### src/design/mmg_pkg.sv
// ----------------------------------------------------------------------------
// mmg_pkg: shared constants and types
// Store sizing, queue sizing, the item struct and the back-end state codes.
// ----------------------------------------------------------------------------
package mmg_pkg;

  localparam int unsigned MAX_ITEMS = 1024;
  localparam int unsigned POS_BITS  = 30;
  localparam int unsigned NEED_W    = 11;
  localparam int unsigned AW        = $clog2(MAX_ITEMS);
  localparam int unsigned CW        = AW + 1;
  localparam int unsigned QDEPTH    = 4;
  localparam int unsigned QAW       = $clog2(QDEPTH);

  typedef struct packed {
    logic [POS_BITS-1:0] pos;
    logic                last;
  } mmg_item_t;

  typedef enum logic [3:0] {
    S_IDLE, S_PLACE, S_SHIFT, S_PUT0,
    S_FIN0, S_LO, S_HI, S_MID, S_WALK, S_JUDGE
  } mmg_state_e;

endpackage

### src/design/mmg_if.sv
// ----------------------------------------------------------------------------
// mmg_if: request channels
// Input channel (position, last_item) and result channel (best_gap, overflowed).
// ----------------------------------------------------------------------------
interface mmg_in_if import mmg_pkg::*; ();
  logic                valid;
  logic                ready;
  logic [POS_BITS-1:0] position;
  logic                last_item;
  modport source (output valid, position, last_item, input ready);
  modport sink   (input valid, position, last_item, output ready);
endinterface


### src/design/mmg_front.sv
// ----------------------------------------------------------------------------
// mmg_front: input queue
// Takes position requests and holds them in a short queue for the back end.
// ----------------------------------------------------------------------------
module mmg_front import mmg_pkg::*; (
  input  logic      clk_i,
  input  logic      rst_ni,
  mmg_in_if.sink    in_chan,
  output logic      q_valid_o,
  input  logic      q_ready_i,
  output mmg_item_t q_item_o
);

  mmg_item_t          buf_q [QDEPTH];
  logic [QAW-1:0]     wr_ptr_q, rd_ptr_q;
  logic [QAW:0]       cnt_q;
  logic               push, pop;

  assign in_chan.ready = (cnt_q != QAW'(0) + (QAW+1)'(QDEPTH)) ? 1'b1 : 1'b0;
  assign push          = in_chan.valid & in_chan.ready;
  assign q_valid_o     = (cnt_q != '0);
  assign pop           = q_valid_o & q_ready_i;
  assign q_item_o      = buf_q[rd_ptr_q];

  always_ff @(posedge clk_i) begin
    if (push) begin
      buf_q[wr_ptr_q] <= '{pos: in_chan.position, last: in_chan.last_item};
    end
  end

  always_ff @(posedge clk_i or negedge rst_ni) begin
    if (!rst_ni) begin
      wr_ptr_q <= '0;
      rd_ptr_q <= '0;
      cnt_q    <= '0;
    end else begin
      if (push) wr_ptr_q <= wr_ptr_q + QAW'(1);
      if (pop)  rd_ptr_q <= rd_ptr_q + QAW'(1);
      cnt_q <= cnt_q + (QAW+1)'(push) - (QAW+1)'(pop);
    end
  end

endmodule

### src/flat_wrapper.sv
// flat-port wrapper written by rule: the top's interface ports become plain ports
module mmg_front_flat import mmg_pkg::*;
  (clk_i, rst_ni, q_valid_o, q_ready_i, q_item_o, in_chan_valid, in_chan_position, in_chan_last_item, in_chan_ready);
  mmg_in_if in_chan_i ();
  input  logic clk_i;
  input  logic rst_ni;
  output logic q_valid_o;
  input  logic q_ready_i;
  output mmg_item_t q_item_o;
  input wire logic [$bits(in_chan_i.valid)-1:0] in_chan_valid;
  input wire logic [$bits(in_chan_i.position)-1:0] in_chan_position;
  input wire logic [$bits(in_chan_i.last_item)-1:0] in_chan_last_item;
  output wire logic [$bits(in_chan_i.ready)-1:0] in_chan_ready;
  assign in_chan_i.valid = in_chan_valid;
  assign in_chan_i.position = in_chan_position;
  assign in_chan_i.last_item = in_chan_last_item;
  assign in_chan_ready = in_chan_i.ready;
  mmg_front u_core (.clk_i(clk_i), .rst_ni(rst_ni), .in_chan(in_chan_i), .q_valid_o(q_valid_o), .q_ready_i(q_ready_i), .q_item_o(q_item_o));
endmodule
### config.mk
export PLATFORM = sky130hd
export DESIGN_NAME = mmg_front_flat
export DESIGN_NICKNAME = d
export VERILOG_FILES = /design/src/design/mmg_pkg.sv /design/src/design/mmg_if.sv /design/src/design/mmg_front.sv /design/src/flat_wrapper.sv
export SDC_FILE = /design/constraint.sdc
export NUM_CORES = 1
export LEC_CHECK = 0
export BUFFER_PORTS_ARGS = -buffer_cell sky130_fd_sc_hd__buf_2
export CAP_MARGIN = 20
export CORE_ASPECT_RATIO = 1.25
export CORE_MARGIN = 10
export CORE_UTILIZATION = 45
export DETAILED_ROUTE_END_ITERATION = 16
export SYNTH_ARGS = -nofsm -noshare
export SYNTH_HDL_FRONTEND = slang
export SYNTH_SLANG_ARGS = --single-unit
export TNS_END_PERCENT = 10
### constraint.sdc
create_clock -name clk_i -period 4.2 [get_ports clk_i]
set_clock_uncertainty 0.1 [all_clocks]
set_input_delay 0.63 -clock clk_i [delete_from_list [all_inputs] [get_ports clk_i]]
set_output_delay 0.63 -clock clk_i [all_outputs]
set_load 0.1 [all_outputs]
Yosys cells after proc, flatten, opt, wreduce, memory -nomap -nowiden
Memories as Yosys holds them, arrays and structs flattened.
Cells that the tools add are included.
- muxes and demuxes: 3
- bitwise gates (word level): 2
- reduce and logical (&&, ||, !) cells: 1
- add/sub/neg operators: 4
- eq/ne operators: 1
- operators with widths (cell ; count):
    $add 2x1->2 const B ; 2
    $add 3x1->3 ; 1
    $mux 1 ; 3
    $ne 3x3->1 const B ; 1
    $reduce_bool 3->1 ; 1
    $sub 3x1->3 ; 1
    $and 1x1->1 ; 2
- memories kept: 1
- memory bits (writable): 124
- word-level logic and storage cells: 15
- output and inout port bits: 33
- register bits: 7
- input bits: 35
- memories (name ; words ; width ; read ports ; clocked after Yosys merged registers in ; write ports ; line ; text):
    u_core.buf_q ; 4 ; 31 ; 1 ; 0 ; 1 ; mmg_front.sv:14 ; mmg_item_t buf_q [QDEPTH];

Depth between registers and ports, before layout
Gate-level depths: netlist of the first run.
- depth in word-level cells: 5
- depth in mapped cells: 8
- mapped depth without buffers: 8

Least setup slack after synthesis of the first run
No wires, ideal clock.
- path type: register to output
- from: register u_core.rd_ptr_q[0]
- to: output q_item_o[0] (netlist bit)
- path buffers: 1
- data arrival time: 1457 ps
- stages on the path, launching flop included: 3
- data required time: 3470 ps
- setup slack: 2013 ps
- path through: dfrtp_1 -> buf_6 -> mux4_1
- RTL lines (item ; line ; text):
    start: declaration ; mmg_front.sv:15 ; logic [QAW-1:0] wr_ptr_q, rd_ptr_q;
    start signal: assignment ; mmg_front.sv:38 ; if (pop) rd_ptr_q <= rd_ptr_q + QAW'(1);
    end: declaration ; flat_wrapper.sv:9 ; output mmg_item_t q_item_o;

==> results of run 1 <==
==> registers in the layout (all words and copies together) (netlist names) <==
register	flops
u_core.buf_q	124
u_core.cnt_q	3
u_core.rd_ptr_q	2
u_core.wr_ptr_q	2
==> through the flow <==
stage          setup slack, ns  instances  utilization
6_report                 0.988        431        0.569
5_1_grt                  0.779        431        0.569
4_1_cts                  0.861        431        0.569
3_5_place_dp              1.31        398        0.506
3_3_place_gp              1.33        398        0.506
2_1_floorplan             2.01        204            -
==> critical path, cell delays in order (launching register included) <==
cell and delay, ns:
dfrtp_2 0.84, buf_4 0.39, mux4_2 0.54, buf_2 0.31
==> placed cells by master (no fill, tap or decap), types with 3 or more instances in the layout <==
master      instances
edfxtp_1          124
buf_2              67
mux4_2             28
clkbuf_16          17
inv_1               7
ha_1                6
bufinv_16           6
dfrtp_1             6
clkinvlp_4          5
and3b_2             4
clkinv_2            4
mux4_1              3
xnor2_1             3
nand2b_1            3
==> metal layers <==
layer,up-vias,global-route usage,share of wire
met2,56,0.197,0.53
met5,-,0,0.0012
li1,1023,-,-
met4,2,0.0460,0.0099
met1,1161,0.132,0.40
met3,10,0.0574,0.056
==> worst paths after layout <==
kind | start | endpoint | depth (start not counted)
setup reg to reg | u_core.cnt_q[1] | u_core.cnt_q[2] | 8
hold / removal | in_chan_position[18] | u_core.buf_q[3][19] | 1
min in group asynchronous | rst_ni | u_core.wr_ptr_q[0] | 2
setup / recovery | u_core.rd_ptr_q[0] | q_item_o[12] | 3
max in group asynchronous | rst_ni | u_core.rd_ptr_q[0] | 2
hold reg to reg | u_core.wr_ptr_q[1] | u_core.wr_ptr_q[1] | 2
==> timing repair <==
item / in CTS / in global routing
resized for setup: 0 / 0
hold buffers: 1 / 0
endpoints found under the hold margin: 7 / 0
setup endpoints to repair: 0 / 0
==> cell families after synthesis <==
| family | count (synthesis) | share of synthesized area |
|---|---|---|
| adders and majority gates | 7 | 0.0191 |
| xor gates and xnor gates | 4 | 0.00702 |
| muxes | 31 | 0.142 |
| DFF | 131 | 0.782 |
| AOI/OAI and AO/OA | 4 | 0.00652 |
| buffers and inverters | 14 | 0.0226 |
| and+or+nand+nor | 13 | 0.0211 |
==> final cells by class <==
type                    instances  area (um^2)  area share
clock buffers                  17          425      0.0698
flip-flops and latches        131         3900       0.640
inverters                       7         26.3     0.00431
clock inverters                15          238      0.0390
well taps                     132          165      0.0271
repair buffers                 70          360      0.0591
multi-input cells              59          982       0.161
==> results.toml, run 1 <==
[global_routing]
grt_max_degree = 32
grt_pass1_wl_mm = 13.8
global_route.usage.total = 0.120
antenna_found_initial = 1
overflow = 0
grt_pass1_vias = 2501

[drt]
wl_mm = 8.82
firstDrtPassIters = 5
wl_per_cell_um = 20.5
num_vias = 2252
drc = 0
drt-initial-drc-count = 133
routed_via_density = 5.23
antenna_left = 0

[timing]
timing.fmax_mhz = 311
relSlewSlack = 0.423
whs_ns = 0.332
fin_crit_sh = 0.765
hold_viol_final = 0
setup_violations = 0
rsz0062_at_grt = "no"
min_period_ns = 3.21
final_max_slew_viol_count = 0
max_slew.worst_pin.slew_ns = 0.866
tns_ns = 0

[layout]
drive_gt1_frac = 0.452
synthToLayoutAreaGrowth_pct = 22.2
fin_area_um2 = 6100
fillers = 828
num_antenna_cells = 0
fin_nets = 328

[die]
core_um2 = 10700
die_x_um = 114
dieHeight_um = 138
std_cell_rows = 42
io_pins = 68
dieArea_um2 = 15700
start_util = 0.465

[logic_synthesis]
synth.distinct_cells = 22
synth.top_cell.area_share = 0.746
netlist_area_um2 = 4990
synthTopCellsByArea = "edfxtp_1, mux4_2, dfrtp_1"
synth.most_common_cell = "edfxtp_1"
syn_avg_cell_area_um2 = 24.5
synth.yosys.seq_area_share = 0.782
ys_top_cells_by_count = "edfxtp_1, mux4_2, dfrtp_1, inv_1, ha_1"
async_flop_share = 0.0534
synth_ff_type = "edfxtp_1"
syn_inst = 204
ys_warn_count = 0
synth_nets = 246
synth_edf_count = 124
yosys.area.top_type = "edfxtp_1"
synth_seq_cells = 131

[run]
maxCapViolCount = 0

[worst_hold_path]
hold_path_class = "in2reg"

[setup_path]
crit_arrival_ns = 2.48
r2r_slack_ns = 1.96
critPathKind = "reg2out"
end_kind = "output pin"
cp-start-kind = "flop"
crit_fanout = 22
worstPathRequired_ns = 3.47

[cts]
cts_setup_buffers = 0
insertion_delay_ns = 0.40
path_clk_slew_ns = 0.06
cts_tree = "done"
htree_levels = 4
clockBufferDepth = 2
ctsRootBufferMaster = "clkbuf_16"
cts_buffers = 17
clock_sinks = 131

[placed_design]
post-dp-hpwl_mm = 5.35
gp_congestion = 0.692
placed_area_um2 = 5420
portBuffers = 67

[outcome]
status = "completed"
Power of run 1 is left out: the tool's default activity adds up to more than one toggle a clock period on the data nets, which glitch-free logic cannot reach.
==> run 2: changes to the inputs <==
--- a/config.mk
+++ b/config.mk
@@ -5,6 +5,7 @@
 export SDC_FILE = /design/constraint.sdc
 export NUM_CORES = 1
 export LEC_CHECK = 0
+export ABC_AREA = 1
 export BUFFER_PORTS_ARGS = -buffer_cell sky130_fd_sc_hd__buf_2
 export CAP_MARGIN = 20
 export CORE_ASPECT_RATIO = 1.25
==> constraint.sdc (replaced) <==
create_clock -name clk_i -period 3.2 [get_ports clk_i]
set_clock_uncertainty 0.1 [all_clocks]
set_input_delay 0.48 -clock clk_i [delete_from_list [all_inputs] [get_ports clk_i]]
set_output_delay 0.48 -clock clk_i [all_outputs]
set_load 0.1 [all_outputs]
==> results.toml, run 2 <==
[global_routing]
global_route.usage.total = 0.133
antenna_found_initial = 0
overflow = 0
grt_pass1_wl_mm = 16.6
grt_max_degree = 76
grt_pass1_vias = 3326

[layout]
drive_gt1_frac = 0.201
final_cell_mix = "edfxtp_1, nand2_1, buf_2"
top_register = "u_core.buf_q"
num_antenna_cells = 0
synthToLayoutAreaGrowth_pct = 19.9
fin_area_um2 = 6360
reg_top3 = "u_core.buf_q (124), u_core.cnt_q (3)"
largest_reg_flops = 124
layout_commonest_cell = "edfxtp_1"
fin_nets = 570

[drt]
wl_per_cell_um = 15.1
drt-initial-drc-count = 230
routed_via_density = 4.84
firstDrtPassIters = 5
num_vias = 3288
drc = 0
antenna_left = 0
wl_mm = 10.2

[cts]
cts_buffers = 17
insertion_delay_ns = 0.40
cts_resized = 0
htree_levels = 4
clockBufferDepth = 2
cts_tree = "done"
clock_sinks = 131
path_clk_slew_ns = 0.06
ctsRootBufferMaster = "clkbuf_16"

[placed_design]
post-dp-hpwl_mm = 6.38
gp_congestion = 0.716
placed_area_um2 = 5820
portBuffers = 67

[logic_synthesis]
ys_warn_count = 0
synth_seq_cells = 131
syn_avg_cell_area_um2 = 11.7
synth.yosys.seq_area_share = 0.735
synth.distinct_cells = 16
synth_edf_count = 124
synth_ff_type = "edfxtp_1"
synth_nets = 494
ys_top_cells_by_count = "edfxtp_1, nand2_1, nor2_1"
async_flop_share = 0.0534
synthTopCellsByArea = "edfxtp_1, nand2_1, nor2_1"
syn_inst = 452
synth.top_cell.area_share = 0.702
yosys.area.top_type = "edfxtp_1"
synth.most_common_cell = "edfxtp_1"
netlist_area_um2 = 5310

[setup_path]
critical_path.max_stage_delay_ns = 0.54
critical_path_depth = 4
crit_arrival_ns = 2.19
cp_top_family = "buffers and inverters"
worstPathRequired_ns = 2.62
worstPathCellList = "inv_2, o21ai_1, nand2_1, buf_2"
crit_fanout = 32
cp-start-kind = "flop"
reg2reg_depth = 5
slowest_stage = "dfrtp_2"
crit_buf_inv = 2
end_kind = "output pin"
critPathKind = "reg2out"

[worst_hold_path]
hold_path_class = "in2reg"
holdPathStages = 1

[timing]
min_period_ns = 2.77
max_slew.worst_pin.slew_ns = 0.609
timing.fmax_mhz = 361
setup_violations = 0
fin_crit_sh = 0.865
rsz0062_at_grt = "no"
hold_viol_final = 0
relSlewSlack = 0.593
final_max_slew_viol_count = 0

[die]
core_um2 = 11600
dieHeight_um = 141
die_x_um = 117
std_cell_rows = 44
io_pins = 68
dieArea_um2 = 16600
start_util = 0.459

[outcome]
status = "completed"

[run]
maxCapViolCount = 0
[run 2: cell type report]
cell class | count | area [um^2]
fill | 982 | 5200
sequential | 131 | 3900
multi-input combinational | 253 | 1130
timing repair buffer | 76 | 443
clock buffer | 21 | 440
inverter | 49 | 184
tap | 138 | 173
clock inverter | 11 | 87.6
[run 2: repair_timing]
item	CTS	global route
setup buffers	0	0
endpoints found under the hold margin	7	0
hold buffers	1	0
[run 2: kinds of logic after synthesis]
group           count (synthesis)  synth area share
compound gates                 62            0.0585
flops                         131             0.735
simple gates                  184             0.131
buf+inv                        68            0.0573
fa+ha+maj                       7            0.0179
[run 2: through the flow]
stage,std cells,setup WS (ns),setup TNS [ns],hold WS [ns],utilization
final,679,0.432,0,0.179,0.550
after global routing,679,0.240,0,0.170,0.550
after CTS,679,0.355,0,0.163,0.550
after detailed placement,646,0.799,0,0.228,0.504
after global placement,646,0.821,0,0.228,0.504
after floorplan,452,-0.174,-21.52,0.0844,-
[run 2: path summary, 6_finish.rpt]
path,startpoint,end,slack [ns]
max reg2reg,u_core.cnt_q[1],u_core.buf_q[0][21],1.00
min,in_chan_position[24],u_core.buf_q[1][25],0.18
max in group asynchronous,rst_ni,u_core.rd_ptr_q[0],2.48
min reg2reg,u_core.rd_ptr_q[1],u_core.rd_ptr_q[1],0.39
max,u_core.rd_ptr_q[0],q_item_o[29],0.43
min in group asynchronous,rst_ni,u_core.wr_ptr_q[0],0.34
[run 2: per-layer routing]
metal	global-route usage	wire length, um
met1	0.150	4160
met4	0.0561	182
met5	0	0
met2	0.218	5210
met3	0.0502	681
[run 2: worst register-to-register path: cells and delay by family, from the launching register on]
kind	cells	cell delay, ns
buffers and inverters	1	0.32
and+or+nand+nor	4	1.05
DFF	1	0.41
Power of run 2 is left out for the same reason.
==> run 3: changes to the inputs <==
--- a/config.mk
+++ b/config.mk
@@ -8,10 +8,15 @@
 export ABC_AREA = 1
 export BUFFER_PORTS_ARGS = -buffer_cell sky130_fd_sc_hd__buf_2
 export CAP_MARGIN = 20
+export CELL_PAD_IN_SITES_DETAIL_PLACEMENT = 1
+export CELL_PAD_IN_SITES_GLOBAL_PLACEMENT = 1
 export CORE_ASPECT_RATIO = 1.25
 export CORE_MARGIN = 10
 export CORE_UTILIZATION = 45
 export DETAILED_ROUTE_END_ITERATION = 16
+export HOLD_SLACK_MARGIN = 0.05
+export PLACE_DENSITY_LB_ADDON = 0.1
+export REMOVE_ABC_BUFFERS = 1
 export SYNTH_ARGS = -nofsm -noshare
 export SYNTH_HDL_FRONTEND = slang
 export SYNTH_SLANG_ARGS = --single-unit
==> results.toml, run 3 (synthesis results as in run 2) <==
[die]
std_cell_rows = 44
dieHeight_um = 141
die_x_um = 117
dieArea_um2 = 16600
start_util = 0.459
io_pins = 68
core_um2 = 11600

[setup_path]
crit_arrival_ns = 2.18
reg2reg_depth = 11
rr_endpoint = "u_core.cnt_q[2]"
slowest_stage = "dfrtp_2"
crit-reg2reg-launch = "u_core.cnt_q[1]"
worstPathCellList = "buf_12, nor2_1, nor2_1, o21ai_1, nand2_1, buf_2"
path_common_cell = "nor2_1"
crit_fanout = 82
cp-start-kind = "flop"
end_kind = "output pin"
critPathKind = "reg2out"
cp_top_family = "buffers and inverters"
worstPathRequired_ns = 2.62
critical_path.max_stage_delay_ns = 0.53
r2r_slack_ns = 0.96
crit_buf_inv = 2

[outcome]
status = "completed"

[timing]
timing.fmax_mhz = 362
setup_violations = 0
rsz0062_at_grt = "no"
tns_ns = 0
fin_ws_ns = 0.438
fin_crit_sh = 0.863
min_period_ns = 2.76
hold_viol_final = 0
relSlewSlack = 0.563
whs_ns = 0.185
max_slew.worst_pin.slew_ns = 0.655
final_max_slew_viol_count = 0

[cts]
htree_levels = 4
cts_tree = "done"
clockBufferDepth = 2
cts_buffers = 17
cts_setup_buffers = 0
ctsRootBufferMaster = "clkbuf_16"
clock_sinks = 131
insertion_delay_ns = 0.41
path_clk_slew_ns = 0.06

[run]
maxCapViolCount = 0

[worst_hold_path]
holdPathStages = 1
holdPathEnd = "u_core.buf_q[2][9]"
hold_path_class = "in2reg"
min-delay-start = "in_chan_position[8]"

[drt]
drc = 0
num_vias = 3412
wl_per_cell_um = 17.7
wl_mm = 12.1
drt-initial-drc-count = 150
routed_via_density = 5.03
firstDrtPassIters = 5
antenna_left = 0

[global_routing]
overflow = 0
grt_pass1_wl_mm = 19.3
global_route.usage.total = 0.154
antenna_found_initial = 1
grt_max_degree = 83
grt_pass1_vias = 3857

[placed_design]
portBuffers = 67
gp_congestion = 0.718
dpl_worst_slack_ns = 0.844
post-dp-hpwl_mm = 7.32

[layout]
largest_reg_flops = 124
fillers = 1211
top_register = "u_core.buf_q"
layout_commonest_cell = "edfxtp_1"
synthToLayoutAreaGrowth_pct = 21.7
drive_gt1_frac = 0.209
reg_top3 = "u_core.buf_q (124), u_core.cnt_q (3)"
fin_nets = 569
postLayoutCoreUtil = 0.559
final_cell_mix = "edfxtp_1, nand2_1, buf_2"
run 3: layer usage:
layer  routed length, um  GRT usage  up-vias
met5                   0          0        -
met4                 165     0.0502        0
met1                4690      0.168     1672
li1                    -          -     1654
met3                 582     0.0460       12
met2                6620      0.274       74
run 3: cell type report:
cell class / instances / area (um^2) / share of cell area
Multi-Input combinational cell: 253 / 1130 / 0.175
Antenna cell: 1 / 2.50 / 0.000387
Clock buffer: 17 / 425 / 0.0659
Inverter: 49 / 184 / 0.0285
Sequential cell: 131 / 3900 / 0.604
Clock inverter: 15 / 206 / 0.0320
Tap cell: 138 / 173 / 0.0267
Timing Repair Buffer: 75 / 435 / 0.0674
run 3: worst max path at each step:
stage | start | end | cells after the start
2_1_floorplan | u_core.rd_ptr_q[0] | q_item_o[0] | 3
3_3_place_gp | u_core.rd_ptr_q[0] | q_item_o[30] | 4
3_5_place_dp | u_core.rd_ptr_q[0] | q_item_o[23] | 4
4_1_cts | u_core.rd_ptr_q[0] | q_item_o[7] | 4
5_1_grt | u_core.rd_ptr_q[0] | q_item_o[13] | 6
6_report | u_core.rd_ptr_q[0] | q_item_o[23] | 6
run 3: worst register-to-register path: cells and delay by family (launching register included):
kind | cells | cell delay [ns]
adders and majority gates | 3 | 0.82
DFF | 1 | 0.42
and+or+nand+nor | 5 | 0.62
buffers and inverters | 3 | 0.17
run 3: repair_timing:
item	CTS	global route
gates resized for setup	0	0
hold buffers	1	0
endpoints found under the hold margin	7	0
run 3: through the flow:
stage / cells / area, um^2
floorplan: 433 / 5180
global placement: 645 / 5810
detailed placement: 645 / 5810
CTS: 678 / 6460
global route: 679 / 6460
finish: 679 / 6460
Power of run 3 is left out for the same reason.
